<file path="config.mk">
export PLATFORM = sky130hd
export DESIGN_NAME = can_telemetry_linearize_report
export DESIGN_NICKNAME = d
export VERILOG_FILES = /design/src/design/ctlr_pkg.sv /design/src/design/ctlr_datapath.sv /design/src/design/ctlr_ctrl.sv /design/src/design/can_telemetry_linearize_report.sv
export SDC_FILE = /design/constraint.sdc
export NUM_CORES = 2
export LEC_CHECK = 0
export BUFFER_PORTS_ARGS = -buffer_cell sky130_fd_sc_hd__buf_2
export CORE_ASPECT_RATIO = 1.2
export CORE_MARGIN = 8
export CORE_UTILIZATION = 44
export CTS_BUF_LIST = sky130_fd_sc_hd__clkbuf_8
export DETAILED_ROUTE_END_ITERATION = 7
export GPL_TIMING_DRIVEN = 0
export HOLD_SLACK_MARGIN = 0.08
export PLACE_DENSITY = 0.56
export SLEW_MARGIN = 20
export SYNTH_ARGS = -nofsm -noshare
export SYNTH_HDL_FRONTEND = slang
export SYNTH_SLANG_ARGS = --single-unit
</file>
<file path="constraint.sdc">
create_clock -name clk_i -period 15.7 [get_ports clk_i]
set_clock_uncertainty 0.2 [all_clocks]
set_input_delay 0.785 -clock clk_i [delete_from_list [all_inputs] [get_ports clk_i]]
set_output_delay 0.785 -clock clk_i [all_outputs]
set_load 0.05 [all_outputs]
</file>
<file path="src/design/ctlr_pkg.sv">
// ----------------------------------------------------------------------------
// ctlr_pkg: shared types, codes and lookup tables of the telemetry linearizer
// Holds the selector codes, the two breakpoint tables and the command and
// status bundles exchanged between the controller and the datapath.
// ----------------------------------------------------------------------------
`default_nettype none

package ctlr_pkg;

  localparam logic [7:0] SEL_SPEED = 8'h30;
  localparam logic [7:0] SEL_CTRL  = 8'h4a;
  localparam logic [7:0] SEL_MOTOR = 8'h49;

  localparam int unsigned MOTOR_PTS = 39;
  localparam int unsigned CTRL_PTS  = 32;
  localparam int unsigned IDX_W     = 6;

  localparam logic [IDX_W-1:0] MOTOR_LAST = IDX_W'(MOTOR_PTS - 1);
  localparam logic [IDX_W-1:0] CTRL_LAST  = IDX_W'(CTRL_PTS - 1);

  localparam int unsigned DEG_W = 11;
  localparam int unsigned ACC_W = 24;
  localparam int unsigned NUM_W = 20;
  localparam int unsigned DEN_W = 17;
  localparam int unsigned CNT_W = 5;
  localparam logic [CNT_W-1:0] DIV_LAST = CNT_W'(NUM_W - 1);

  typedef enum logic [2:0] {
    KIND_OTHER,
    KIND_SPEED,
    KIND_MOTOR,
    KIND_CTRL,
    KIND_TICK
  } kind_e;

  // controller -> datapath
  typedef struct packed {
    logic load;
    logic store_speed;
    logic search_step;
    logic store_clamp;
    logic mul1;
    logic mul2;
    logic div_init;
    logic div_step;
    logic store_deg;
    logic report;
  } ctlr_cmd_t;

  // datapath -> controller
  typedef struct packed {
    kind_e kind;
    logic  hit;
    logic  last;
    logic  div_last;
    logic  out_free;
  } ctlr_sts_t;

  function automatic logic [15:0] motor_raw(input logic [IDX_W-1:0] idx);
    logic [15:0] v;
    unique case (idx)
      6'd0:  v = 16'd7414;  6'd1:  v = 16'd7687;  6'd2:  v = 16'd7962;
      6'd3:  v = 16'd8240;  6'd4:  v = 16'd8520;  6'd5:  v = 16'd8802;
      6'd6:  v = 16'd9085;  6'd7:  v = 16'd9369;  6'd8:  v = 16'd9654;
      6'd9:  v = 16'd9939;  6'd10: v = 16'd10225; 6'd11: v = 16'd10510;
      6'd12: v = 16'd10795; 6'd13: v = 16'd11080; 6'd14: v = 16'd11364;
      6'd15: v = 16'd11646; 6'd16: v = 16'd11927; 6'd17: v = 16'd12207;
      6'd18: v = 16'd12485; 6'd19: v = 16'd12762; 6'd20: v = 16'd13036;
      6'd21: v = 16'd13308; 6'd22: v = 16'd13578; 6'd23: v = 16'd13846;
      6'd24: v = 16'd14111; 6'd25: v = 16'd14373; 6'd26: v = 16'd14633;
      6'd27: v = 16'd14890; 6'd28: v = 16'd15144; 6'd29: v = 16'd15391;
      6'd30: v = 16'd15632; 6'd31: v = 16'd15852; 6'd32: v = 16'd16061;
      6'd33: v = 16'd16251; 6'd34: v = 16'd16421; 6'd35: v = 16'd16569;
      6'd36: v = 16'd16692; 6'd37: v = 16'd16789; 6'd38: v = 16'd16857;
      default: v = 16'd16857;
    endcase
    return v;
  endfunction

  function automatic logic [15:0] ctrl_raw(input logic [IDX_W-1:0] idx);
    logic [15:0] v;
    unique case (idx)
      6'd0:  v = 16'd28480; 6'd1:  v = 16'd28179; 6'd2:  v = 16'd27851;
      6'd3:  v = 16'd27497; 6'd4:  v = 16'd27114; 6'd5:  v = 16'd26702;
      6'd6:  v = 16'd26261; 6'd7:  v = 16'd25792; 6'd8:  v = 16'd25296;
      6'd9:  v = 16'd24775; 6'd10: v = 16'd24232; 6'd11: v = 16'd23671;
      6'd12: v = 16'd23097; 6'd13: v = 16'd22515; 6'd14: v = 16'd21933;
      6'd15: v = 16'd21357; 6'd16: v = 16'd20793; 6'd17: v = 16'd20250;
      6'd18: v = 16'd19733; 6'd19: v = 16'd19247; 6'd20: v = 16'd18797;
      6'd21: v = 16'd18387; 6'd22: v = 16'd18017; 6'd23: v = 16'd17688;
      6'd24: v = 16'd17400; 6'd25: v = 16'd17151; 6'd26: v = 16'd16938;
      6'd27: v = 16'd16757; 6'd28: v = 16'd16609; 6'd29: v = 16'd16487;
      6'd30: v = 16'd16387; 6'd31: v = 16'd16308;
      default: v = 16'd16308;
    endcase
    return v;
  endfunction

  // Breakpoints sit on a 5 degree grid: motor from -35 up, controller from 125 down.
  function automatic logic signed [DEG_W-1:0] motor_deg(input logic [IDX_W-1:0] idx);
    return $signed({5'b0, idx}) * 11'sd5 - 11'sd35;
  endfunction

  function automatic logic signed [DEG_W-1:0] ctrl_deg(input logic [IDX_W-1:0] idx);
    return 11'sd125 - $signed({5'b0, idx}) * 11'sd5;
  endfunction

endpackage

`default_nettype wire

</file>
<file path="src/design/ctlr_datapath.sv">
// ----------------------------------------------------------------------------
// ctlr_datapath: storage and arithmetic of the telemetry linearizer
// Latches the input word, walks the breakpoint table, forms the segment
// numerator with two multiplies, divides bit-serially and holds the report.
// ----------------------------------------------------------------------------
`default_nettype none

module ctlr_datapath
  import ctlr_pkg::*;
(
  input  wire logic        clk_i,
  input  wire logic        rst_ni,
  input  wire logic [15:0] s_axis_tdata,   // low_byte, high_byte
  input  wire logic [8:0]  s_axis_tuser,   // command, reg_code
  input  wire logic [7:0]  battery_i,
  input  wire logic        m_axis_tready,
  input  wire ctlr_cmd_t   cmd_i,
  output ctlr_sts_t        sts_o,
  output logic             m_axis_tvalid,
  output logic [31:0]      m_axis_tdata    // speed, motor temp, battery, ctrl temp
);

  // payload
  logic [15:0]                word_q;
  kind_e                      kind_q;
  logic [IDX_W-1:0]           idx_q;
  logic signed [ACC_W-1:0]    acc_q, acc_d;
  logic signed [DEN_W-1:0]    den_q, den_d;
  logic [DEN_W-1:0]           rem_q, rem_d;
  logic [NUM_W-1:0]           quo_q, quo_d;
  logic                       neg_q, neg_d;
  logic [CNT_W-1:0]           cnt_q;
  logic [31:0]                out_q;

  // architectural state
  logic [15:0]                speed_now_q, speed_sent_q;
  logic [DEG_W-1:0]           motor_now_q, motor_sent_q;
  logic [DEG_W-1:0]           ctrl_now_q, ctrl_sent_q;
  logic [7:0]                 battery_sent_q;
  logic                       first_q;
  logic                       out_valid_q;

  kind_e                      kind_in;
  logic                       is_motor;
  logic [IDX_W-1:0]           idx_prev;
  logic [15:0]                raw_cur, raw_prev;
  logic signed [DEG_W-1:0]    deg_cur, deg_prev, deg_clamp, deg_step;
  logic signed [DEN_W-1:0]    seg_den, seg_off;
  logic signed [ACC_W-1:0]    num_fix;
  logic [DEN_W-1:0]           rem_sh;
  logic                       rem_ge;
  logic [DEG_W-1:0]           deg_res;
  logic                       changed;

  always_comb begin
    if (s_axis_tuser[0]) begin
      kind_in = KIND_TICK;
    end else begin
      unique case (s_axis_tuser[8:1])
        SEL_SPEED: kind_in = KIND_SPEED;
        SEL_MOTOR: kind_in = KIND_MOTOR;
        SEL_CTRL:  kind_in = KIND_CTRL;
        default:   kind_in = KIND_OTHER;
      endcase
    end
  end

  assign is_motor  = (kind_q == KIND_MOTOR);
  assign idx_prev  = idx_q - IDX_W'(1);
  assign raw_cur   = is_motor ? motor_raw(idx_q)    : ctrl_raw(idx_q);
  assign raw_prev  = is_motor ? motor_raw(idx_prev) : ctrl_raw(idx_prev);
  assign deg_cur   = is_motor ? motor_deg(idx_q)    : ctrl_deg(idx_q);
  assign deg_prev  = is_motor ? motor_deg(idx_prev) : ctrl_deg(idx_prev);
  assign deg_clamp = is_motor ? motor_deg(MOTOR_LAST) : ctrl_deg(CTRL_LAST);
  assign deg_step  = deg_cur - deg_prev;
  assign seg_den   = $signed({1'b0, raw_cur}) - $signed({1'b0, raw_prev});
  assign seg_off   = $signed({1'b0, word_q}) - $signed({1'b0, raw_prev});

  // Flip signs so the divisor is positive; the quotient keeps the numerator sign.
  assign num_fix = den_q[DEN_W-1] ? -acc_q : acc_q;

  assign rem_sh  = {rem_q[DEN_W-2:0], quo_q[NUM_W-1]};
  assign rem_ge  = (rem_sh >= den_q);
  assign deg_res = neg_q ? DEG_W'(-quo_q) : DEG_W'(quo_q);

  assign changed = first_q || (speed_now_q != speed_sent_q) ||
                   (motor_now_q != motor_sent_q) || (ctrl_now_q != ctrl_sent_q) ||
                   (battery_i != battery_sent_q);

  always_comb begin
    acc_d = acc_q;
    den_d = den_q;
    rem_d = rem_q;
    quo_d = quo_q;
    neg_d = neg_q;
    priority if (cmd_i.mul1) begin
      acc_d = ACC_W'(deg_prev) * ACC_W'(seg_den);
      den_d = seg_den;
    end else if (cmd_i.mul2) begin
      acc_d = acc_q + ACC_W'(seg_off) * ACC_W'(deg_step);
    end else if (cmd_i.div_init) begin
      neg_d = num_fix[ACC_W-1];
      quo_d = num_fix[ACC_W-1] ? NUM_W'(-num_fix) : NUM_W'(num_fix);
      rem_d = '0;
      den_d = den_q[DEN_W-1] ? -den_q : den_q;
    end else if (cmd_i.div_step) begin
      rem_d = rem_ge ? rem_sh - den_q : rem_sh;
      quo_d = {quo_q[NUM_W-2:0], rem_ge};
    end
  end

  always_ff @(posedge clk_i) begin
    acc_q <= acc_d;
    den_q <= den_d;
    rem_q <= rem_d;
    quo_q <= quo_d;
    neg_q <= neg_d;
    if (cmd_i.load) begin
      word_q <= s_axis_tdata;
      kind_q <= kind_in;
      idx_q  <= IDX_W'(1);
    end else if (cmd_i.search_step) begin
      idx_q <= idx_q + IDX_W'(1);
    end
    if (cmd_i.div_init) begin
      cnt_q <= '0;
    end else if (cmd_i.div_step) begin
      cnt_q <= cnt_q + CNT_W'(1);
    end
    if (cmd_i.report && changed) begin
      out_q <= {ctrl_now_q[7:0], battery_i, motor_now_q[7:0], speed_now_q[7:0]};
    end
  end

  always_ff @(posedge clk_i or negedge rst_ni) begin
    if (!rst_ni) begin
      speed_now_q    <= '0;
      motor_now_q    <= '0;
      ctrl_now_q     <= '0;
      speed_sent_q   <= '0;
      motor_sent_q   <= '0;
      ctrl_sent_q    <= '0;
      battery_sent_q <= '0;
      first_q        <= 1'b1;
      out_valid_q    <= 1'b0;
    end else begin
      if (cmd_i.store_speed) begin
        speed_now_q <= word_q;
      end
      if (cmd_i.store_clamp || cmd_i.store_deg) begin
        if (is_motor) begin
          motor_now_q <= cmd_i.store_clamp ? deg_clamp : deg_res;
        end else begin
          ctrl_now_q <= cmd_i.store_clamp ? deg_clamp : deg_res;
        end
      end
      if (cmd_i.report && changed) begin
        speed_sent_q   <= speed_now_q;
        motor_sent_q   <= motor_now_q;
        ctrl_sent_q    <= ctrl_now_q;
        battery_sent_q <= battery_i;
        first_q        <= 1'b0;
        out_valid_q    <= 1'b1;
      end else if (m_axis_tready) begin
        out_valid_q <= 1'b0;
      end
    end
  end

  assign sts_o.kind     = kind_q;
  assign sts_o.hit      = is_motor ? (word_q <= raw_cur) : (word_q >= raw_cur);
  assign sts_o.last     = is_motor ? (idx_q == MOTOR_LAST) : (idx_q == CTRL_LAST);
  assign sts_o.div_last = (cnt_q == DIV_LAST);
  assign sts_o.out_free = !out_valid_q || m_axis_tready;

  assign m_axis_tvalid = out_valid_q;
  assign m_axis_tdata  = out_q;

endmodule

`default_nettype wire

</file>
<file path="src/design/ctlr_ctrl.sv">
// ----------------------------------------------------------------------------
// ctlr_ctrl: sequencer of the telemetry linearizer
// Accepts one word at a time and steps the datapath through table search,
// numerator build, division and store, or through a speed store or a report decision.
// ----------------------------------------------------------------------------
`default_nettype none

module ctlr_ctrl
  import ctlr_pkg::*;
(
  input  wire logic      clk_i,
  input  wire logic      rst_ni,
  input  wire logic      s_axis_tvalid,
  output logic           s_axis_tready,
  input  wire ctlr_sts_t sts_i,
  output ctlr_cmd_t      cmd_o
);

  localparam logic [3:0] ST_IDLE   = 4'd0;
  localparam logic [3:0] ST_DECODE = 4'd1;
  localparam logic [3:0] ST_SEARCH = 4'd2;
  localparam logic [3:0] ST_MUL1   = 4'd3;
  localparam logic [3:0] ST_MUL2   = 4'd4;
  localparam logic [3:0] ST_FIX    = 4'd5;
  localparam logic [3:0] ST_DIV    = 4'd6;
  localparam logic [3:0] ST_STORE  = 4'd7;
  localparam logic [3:0] ST_TICK   = 4'd8;

  logic [3:0] state_q, state_d;

  always_comb begin
    state_d = state_q;
    cmd_o   = '0;
    unique case (state_q)
      ST_IDLE: begin
        if (s_axis_tvalid) begin
          cmd_o.load = 1'b1;
          state_d    = ST_DECODE;
        end
      end
      ST_DECODE: begin
        unique case (sts_i.kind)
          KIND_SPEED: begin
            cmd_o.store_speed = 1'b1;
            state_d           = ST_IDLE;
          end
          KIND_MOTOR, KIND_CTRL: state_d = ST_SEARCH;
          KIND_TICK:             state_d = ST_TICK;
          default:               state_d = ST_IDLE;
        endcase
      end
      ST_SEARCH: begin
        priority if (sts_i.hit) begin
          state_d = ST_MUL1;
        end else if (sts_i.last) begin
          cmd_o.store_clamp = 1'b1;
          state_d           = ST_IDLE;
        end else begin
          cmd_o.search_step = 1'b1;
        end
      end
      ST_MUL1: begin
        cmd_o.mul1 = 1'b1;
        state_d    = ST_MUL2;
      end
      ST_MUL2: begin
        cmd_o.mul2 = 1'b1;
        state_d    = ST_FIX;
      end
      ST_FIX: begin
        cmd_o.div_init = 1'b1;
        state_d        = ST_DIV;
      end
      ST_DIV: begin
        cmd_o.div_step = 1'b1;
        if (sts_i.div_last) begin
          state_d = ST_STORE;
        end
      end
      ST_STORE: begin
        cmd_o.store_deg = 1'b1;
        state_d         = ST_IDLE;
      end
      ST_TICK: begin
        if (sts_i.out_free) begin
          cmd_o.report = 1'b1;
          state_d      = ST_IDLE;
        end
      end
      default: state_d = ST_IDLE;
    endcase
  end

  always_ff @(posedge clk_i or negedge rst_ni) begin
    if (!rst_ni) begin
      state_q <= ST_IDLE;
    end else begin
      state_q <= state_d;
    end
  end

  assign s_axis_tready = (state_q == ST_IDLE);

endmodule

`default_nettype wire

</file>
<file path="src/design/can_telemetry_linearize_report.sv">
// ----------------------------------------------------------------------------
// can_telemetry_linearize_report: CAN telemetry linearizer and change reporter
// Stores speed and table-linearized motor and controller temperatures from
// telemetry frames; on a report tick emits one word if anything changed.
// ----------------------------------------------------------------------------
//
//  port group   dir   word contents (low bit first)
//  -----------  ----  ----------------------------------------------------
//  s_axis_*     in    tuser: command, reg_code; tdata: low_byte, high_byte
//  m_axis_*     out   tdata: speed, motor temp, battery, controller temp
//  APB          in    register 0 at byte 0: battery value (8 bits)
//
// One word is taken at a time. A temperature frame walks the breakpoint table one
// point per cycle (up to 38 for motor, 31 for controller), then runs two multiplies,
// a divider set-up, a bit-serial restoring divider with a 20-bit quotient and a store.
// A finished report sits in the output register; frames keep flowing while it
// waits, and only a following tick stalls until it is taken.
// Reset clears all stored quantities and forces the first tick to report.
//
`default_nettype none

module can_telemetry_linearize_report
  import ctlr_pkg::*;
(
  input  wire logic        clk_i,
  input  wire logic        rst_ni,
  // input words
  input  wire logic        s_axis_tvalid,
  output logic             s_axis_tready,
  input  wire logic [15:0] s_axis_tdata,   // [7:0] low_byte, [15:8] high_byte
  input  wire logic [8:0]  s_axis_tuser,   // [0] command, [8:1] reg_code
  // report words
  output logic             m_axis_tvalid,
  input  wire logic        m_axis_tready,
  output logic [31:0]      m_axis_tdata,   // [7:0] speed_out, [15:8] motor_temp_out,
                                           // [23:16] battery_out,
                                           // [31:24] controller_temp_out
  // configuration
  input  wire logic        psel,
  input  wire logic        penable,
  input  wire logic        pwrite,
  input  wire logic [2:0]  paddr,
  input  wire logic [31:0] pwdata,
  output logic [31:0]      prdata,
  output logic             pready
);

  logic [7:0] battery_q;
  ctlr_cmd_t  cmd;
  ctlr_sts_t  sts;

  // Register file: a single battery level, decoded on the word address bit.
  always_ff @(posedge clk_i or negedge rst_ni) begin
    if (!rst_ni) begin
      battery_q <= '0;
    end else if (psel && penable && pwrite && !paddr[2]) begin
      battery_q <= pwdata[7:0];
    end
  end

  assign pready = 1'b1;
  assign prdata = paddr[2] ? 32'd0 : {24'd0, battery_q};

  ctlr_ctrl u_ctrl (
    .clk_i         (clk_i),
    .rst_ni        (rst_ni),
    .s_axis_tvalid (s_axis_tvalid),
    .s_axis_tready (s_axis_tready),
    .sts_i         (sts),
    .cmd_o         (cmd)
  );

  ctlr_datapath u_datapath (
    .clk_i         (clk_i),
    .rst_ni        (rst_ni),
    .s_axis_tdata  (s_axis_tdata),
    .s_axis_tuser  (s_axis_tuser),
    .battery_i     (battery_q),
    .m_axis_tready (m_axis_tready),
    .cmd_i         (cmd),
    .sts_o         (sts),
    .m_axis_tvalid (m_axis_tvalid),
    .m_axis_tdata  (m_axis_tdata)
  );

  // A report word only appears right after a report decision.
  a_valid_from_report: assert property (@(posedge clk_i) disable iff (!rst_ni)
    $rose(m_axis_tvalid) |-> $past(cmd.report))
    else $error("report word raised without a report decision");

  // Never decide a report while the output register still holds an untaken word.
  a_report_needs_slot: assert property (@(posedge clk_i) disable iff (!rst_ni)
    cmd.report |-> sts.out_free)
    else $error("report decided over a pending word");

  // An accepted frame never produces a word in the next cycle.
  a_frame_silent: assert property (@(posedge clk_i) disable iff (!rst_ni)
    (s_axis_tvalid && s_axis_tready && !s_axis_tuser[0] && !m_axis_tvalid)
      |=> !m_axis_tvalid)
    else $error("frame produced a report word");

endmodule

`default_nettype wire
</file>
* Yosys cells after proc, flatten, opt, wreduce, memory -nomap -nowiden
Memories as Yosys holds them, arrays and structs flattened. A register that Yosys moved wholly into a read port is not among the register bits.
Cells that the tools add are included.
** Cells by class
- Eq/ne operators :: 27
- $lt $le $gt $ge :: 3
- Bitwise gates (word level) :: 3
- Add/subtract/negate cells :: 16
- Multiplexer cells :: 53
- $mul :: 4
- Reduce and logical (&&, ||, !) cells :: 26
** Operator list (count)
- two-way mux 16 bit :: 6
- two-way mux 24 bit :: 3
- two-way mux 17 bit :: 4
- two-way mux 20 bit :: 3
- two-way mux 11 bit :: 5
- subtractor 16 x 16 -> 17 bit :: 2
- one-hot mux 4 bit (8 select lines) :: 1
- adder 24 bit :: 1
- multiplier 11 x 17 -> 24 bit :: 1
- multiplier 17 x 11 -> 24 bit :: 1
- negation 24 bit :: 1
- inequality test 11 bit :: 2
- subtractor 11 x 7 -> 11 bit, second input constant :: 2
- subtractor 8 x 11 -> 11 bit, first input constant :: 2
- two-way mux 4 bit :: 5
- negation 20 bit :: 1
- multiplier 6 x 3 -> 9 bit, second input constant :: 2
- greater-or-equal comparator 17 bit :: 1
- two-way mux 1 bit :: 17
- negation 17 bit :: 1
- == test 4 x 3 -> 1 bit, second input constant :: 4
- == test 8 x 7 -> 1 bit, second input constant :: 2
- greater-or-equal comparator 16 bit :: 1
- <= comparator 16 bit :: 1
- other kinds (37) :: 63
** Storage, ports and cells
- Logic and storage cells :: 158
- Memories kept :: 4
- Output and inout port bits :: 67
- Memory bits (read-only) :: 2880
- Flip-flop bits (word level) :: 238
** Memory list
- (name not given) :: words 64, bits a word 15, read ports 1, clocked after Yosys merged registers in 0, write ports 0, line ctlr_pkg.sv:61 : unique case (idx)
- (name not given) :: words 64, bits a word 15, read ports 1, clocked after Yosys merged registers in 1, write ports 0, line ctlr_pkg.sv:61
- (name not given) :: words 32, bits a word 15, read ports 1, clocked after Yosys merged registers in 0, write ports 0, line ctlr_pkg.sv:82 : unique case (idx)
- (name not given) :: words 32, bits a word 15, read ports 1, clocked after Yosys merged registers in 1, write ports 0, line ctlr_pkg.sv:82

* Depth between registers and ports, before layout
- Word-level depth :: 9
- Depth in mapped cells :: 48
- Gate-level depth less buffers :: 43

* Modules after synthesis
From an unflattened synthesis, not the netlist that was laid out.
** Unflattened totals
- Cells, all modules :: 3618
- Area, all modules :: 31331.3 µm²
** Modules (own cells, without submodules)
- ctlr_datapath :: cells an instance 3523, times used 1, seq. area each 6847.8 µm², area an instance 30377.9 µm²
- can_telemetry_linearize_report :: cells an instance 52, times used 1, seq. area each 200.2 µm², area an instance 579.3 µm²
- ctlr_ctrl :: cells an instance 43, times used 1, seq. area each 100.1 µm², area an instance 374.1 µm²

* Worst setup path after synthesis
OpenSTA, ideal clock, no wires.
- Kind :: flip-flop to flip-flop
- Start point :: reg u_datapath.idx_q[0]
- End point :: reg u_datapath.acc_q[23] (data pin)
- Arrival :: 11.665 ns
- Data required time :: 15.352 ns
- Library setup time :: 0.148 ns
- Cell stages (with the launch flop) :: 47
- Slack :: 3.686 ns
- Path through :: dfxtp_1 inv_1 clkbuf_1 clkbuf_1 clkbuf_1 ha_1 inv_1 ha_1 clkbuf_1 clkinv_1 clkbuf_1 nor2_1 nand2b_1 inv_1 ha_1 a21o_1 a21oi_1 xnor2_1 [... 11 more ...] fa_1 inv_1 fa_1 fa_1 fa_1 fa_1 inv_1 ha_1 and2_1 o211a_1 a41oi_1 a31oi_1 a31o_2 a21o_1 a21oi_1 xor2_1 xnor3_1 mux2i_1
** On the way
- Elaborated cells between the ends (all ways) :: 21
** RTL lines
- from (decl) :: line ctlr_datapath.sv:26 : logic [IDX_W-1:0] idx_q;
- from (signal assigned) :: line ctlr_datapath.sv:123 : idx_q <= idx_q + IDX_W'(1);
- multiplier 6 x 3 -> 9 bit * :: line ctlr_pkg.sv:101, ctlr_pkg.sv:105
- subtractor 8 x 11 -> 11 bit / subtractor 11 x 7 -> 11 bit (equally long branches) :: line ctlr_pkg.sv:105, ctlr_pkg.sv:101
- two-way mux 11 bit * :: line ctlr_datapath.sv:72 : assign deg_cur = is_motor ? motor_deg(idx_q) : ctrl_deg(idx_q);
- via u_datapath.deg_cur[0] :: line ctlr_datapath.sv:47 : logic signed [DEG_W-1:0] deg_cur, deg_prev, deg_clamp, deg_step;
- subtractor 11 bit * :: line ctlr_datapath.sv:75 : assign deg_step = deg_cur - deg_prev;
- multiplier 17 x 11 -> 24 bit * :: line ctlr_datapath.sv:100 : acc_d = acc_q + ACC_W'(seg_off) * ACC_W'(deg_step);
- adder 24 bit * :: line ctlr_datapath.sv:100
- two-way mux 24 bit * :: line ctlr_datapath.sv:99 : end else if (cmd_i.mul2) begin
- two-way mux 24 bit * :: line ctlr_datapath.sv:96 : priority if (cmd_i.mul1) begin
- via u_datapath.acc_d[23] :: line ctlr_datapath.sv:27 : logic signed [ACC_W-1:0] acc_q, acc_d;
- to (signal assigned) :: line ctlr_datapath.sv:113 : acc_q <= acc_d;
- to (decl) :: line ctlr_datapath.sv:27
The timed path passes the listed nets; every way through them passes the cells marked *. The select of a mux whose other input is x is not followed.
A chain may end at the register's enable or synchronous reset.

* Worst setup path after layout
Ends and elaborated chain as after synthesis.

==> summary.md <==
| Metric | Value |
|---|---|
| H-tree levels | `2` |
| WP data arrival | `15,380 ps` |
| Most used routing layer | `met2` |
| GP Congestion | `0.9581` |
| Drc violations | `0` |
| Tightest Hold Check Type | `input pin to register` |
| Num rows | `107` |
| Final Slew Violations | `0` |
| Crit Reg-Reg Startpoint | `u_datapath.idx_q[0]` |
| First-pass GRT wire length | `155,500 µm` |
| Avg Cell Area, Syn | `8.718 µm²` |
| Final WL | `99,070 µm` |
| Layout area overhead | `9.326%` |
| Drt via density | `5.496` |
| Least-Margin Pin Slew | `1181 ps` |
| Final Critical Period | `15,080 ps` |
| Clock slew at reported path FFs | `70 ps` |
| Vias in the first global route | `26,690` |
| Yosys top cell area share | `20.06%` |
| Clk_lat worst skew | `650 ps` |
| Primary FF master, synth | `edfxtp_1` |
| Root buf cell | `clkbuf_8` |
| Status | `finished clean` |
| Antenna violations before repair | `2` |
| WHS | `136.4 ps` |
| Initial Util | `44.45%` |
| Met2 global-route usage | `42.57%` |
| EDFF count, synth | `129` |
| Met1 Use GR | `30.82%` |
| Hold_sp | `s_axis_tdata[13]` |
| Post-DP HPWL | `80,480 µm` |
| Ports | `134` |
| Final Cycle Share | `96.02%` |
| Die W | `260.4 µm` |
| CP peak stage delay | `910 ps` |
| Slowest-stage cell, CP | `xnor2_1` |
| Final net count | `4,408` |
| Synthesized instance count | `3,618` |
| CP most frequent cell | `ha_1` |
| Full die area | `0.08054 mm²` |
| Die H | `309.3 µm` |
| Total gr overflow | `0` |
| Max Fclk | `66.33 MHz` |
| Worst reg-to-reg path cell count | `43` |
| GRT Util Overall | `24.72%` |
| Yosys cell types | `96` |
| CTS tree | `done` |
| Max-Cap Viols | `0` |
| Critical Path Source Type | `register` |
| Via Count | `26,140` |
| IO Port Bufs | `82` |
| Max_slew headroom | `20.44%` |
| Clock sinks | `268` |
| Cell taking the most area after synthesis | `fa_1` |
| Largest fanout on the critical path | `14` |
| Critical path startpoint | `u_datapath.idx_q[0]` |
| CTS Buffer Depth | `3` |
| #FFs+latches synth | `268` |
| Critical path type | `register to register` |
| TritonRoute pass-1 iters | `6` |
| Worst EP required | `16,000 ps` |
| WHS Path Cells | `1` |
| Routing usage on met3 | `2.552%` |
| Post-Syn Area | `0.03154 mm²` |
| TritonCTS Buffers | `48` |
| Area of the multi-input gates | `0.02193 mm²` |
| Sequential share of the synthesized area | `22.66%` |
| Ys async rst share | `36.57%` |
| Filler cell count | `7,086` |
| Starting DRT DRC Count | `1,959` |
| Synth warn | `0` |
| Reg area | `0.007148 mm²` |
| Largest net degree at the start of global routing | `58` |
| Crit path capture type | `register` |
| Layout cells sized above 1 | `7.913%` |
| Largest cells by area after synthesis | `fa_1, edfxtp_1, ha_1, dfrtp_1, inv_1` |
| Final hold violation count | `0` |
| Core area | `0.07096 mm²` |
| Endpoints failing setup | `0` |
| DRT antenna net count | `0` |
| RSZ-0062 raised after global routing | `no` |
| WL per Instance | `20.83 µm` |
## cells in the final DEF, fill, tap and decap left out, drive strengths merged, types with 24 or more instances in the layout
cell type,Yosys,final
inv,486,506
nand2,412,412
nor2,391,391
fa,316,316
ha,236,236
o21ai,204,204
clkbuf,128,180
xnor2,167,167
a21oi,159,159
buf,46,133
edfxtp,129,129
dfrtp,97,97
xor2,89,89
mux2,64,64
nor3,62,62
nand3,49,49
dfxtp,41,41
nand2b,39,39
a211oi,39,39
o22ai,38,38
a21o,34,34
o31ai,32,32
mux2i,26,26
conb,2,25
nor2b,24,24
## stage by stage
step,instance area [µm²],worst slack (ps),instances,TNS (ps),util (%)
floorplan,31630,3686,3641,0,-
global placement,33200,-440.7,4649,-440.7,46.79
detailed placement,33350,-299.4,4654,-299.4,47.00
CTS,34460,3.949,4757,0,48.56
global route,34480,43.86,4756,0,48.60
finish,34480,624.8,4756,0,48.60
## critical path, delay by kind of cell (launching register included)
kind            cells  cell delay [ps]
compound gates     18             5350
xor+xnor            2             1430
fa+ha+maj           8             3300
buf+inv             8             2660
flops               1              770
mux                 1              150
simple gates        6             1060
## routing by layer
| metal | wire length, µm | part of all wire [%] | vias to the layer above |
|---|---|---|---|
| met5 | 0 | 0 | - |
| li1 | - | - | 12350 |
| met2 | 47860 | 48 | 806 |
| met3 | 4745 | 4.8 | 237 |
| met4 | 5409 | 5.5 | 0 |
| met1 | 41050 | 41 | 12750 |
## worst paths after layout
kind / end / slack, ps
setup / recovery: u_datapath.acc_q[23] / 620
hold / removal: u_datapath.word_q[13] / 140
setup reg to reg: u_datapath.acc_q[23] / 620
hold reg to reg: u_datapath.speed_sent_q[8] / 290
max in group asynchronous: u_datapath.first_q / 14180
min in group asynchronous: u_datapath.ctrl_sent_q[7] / 440
## logic make-up after synthesis
| kind of cell | synth area share, % |
|---|---|
| simple gates | 15.13 |
| compound gates | 13.85 |
| buf+inv | 8.271 |
| fa+ha+maj | 29.42 |
| flops | 22.66 |
| xor+xnor | 7.458 |
| mux | 3.181 |
| other cells | 0.02381 |
## final cells by class
type | count | share of cell area, %
multi-input combinational | 2709 | 63.58
sequential | 268 | 20.73
inverter | 490 | 5.345
tap | 926 | 3.360
buffer | 172 | 2.231
clock buffer | 54 | 2.155
timing repair buffer | 100 | 1.916
clock inverter | 36 | 0.6713
antenna | 1 | 0.007257
## cells in the mapped netlist (12+ instances only)
library cell  count
a211oi_1         39
a21boi_0         12
a21o_1           34
a21oi_1         157
a31oi_1          23
and2_1           13
buf_4            25
clkbuf_1        127
dfrtp_1          97
dfxtp_1          41
edfxtp_1        129
fa_1            316
ha_1            236
inv_1           482
mux2_2           64
mux2i_1          26
nand2_1         412
nand2b_1         39
nand3_1          49
nand4_1          17
nor2_1          391
nor2b_1          24
nor3_1           61
nor4_1           21
o211ai_1         18
o21a_1           21
o21ai_0         188
o21ai_1          16
o22ai_1          37
o31ai_1          32
or3_1            18
xnor2_1         163
xor2_1           89
## what timing repair did
item | in CTS | in global routing
cloned | 0 | 0
setup buffers | 0 | 0
setup endpoints to repair | 1 | 4
hold buffers | 13 | 0
hold endpoints to repair | 53 | 0
gates resized for setup | 1 | 12
Power is not shown: default switching activity piles up to over one toggle a cycle in this logic, so the estimate is an artifact.
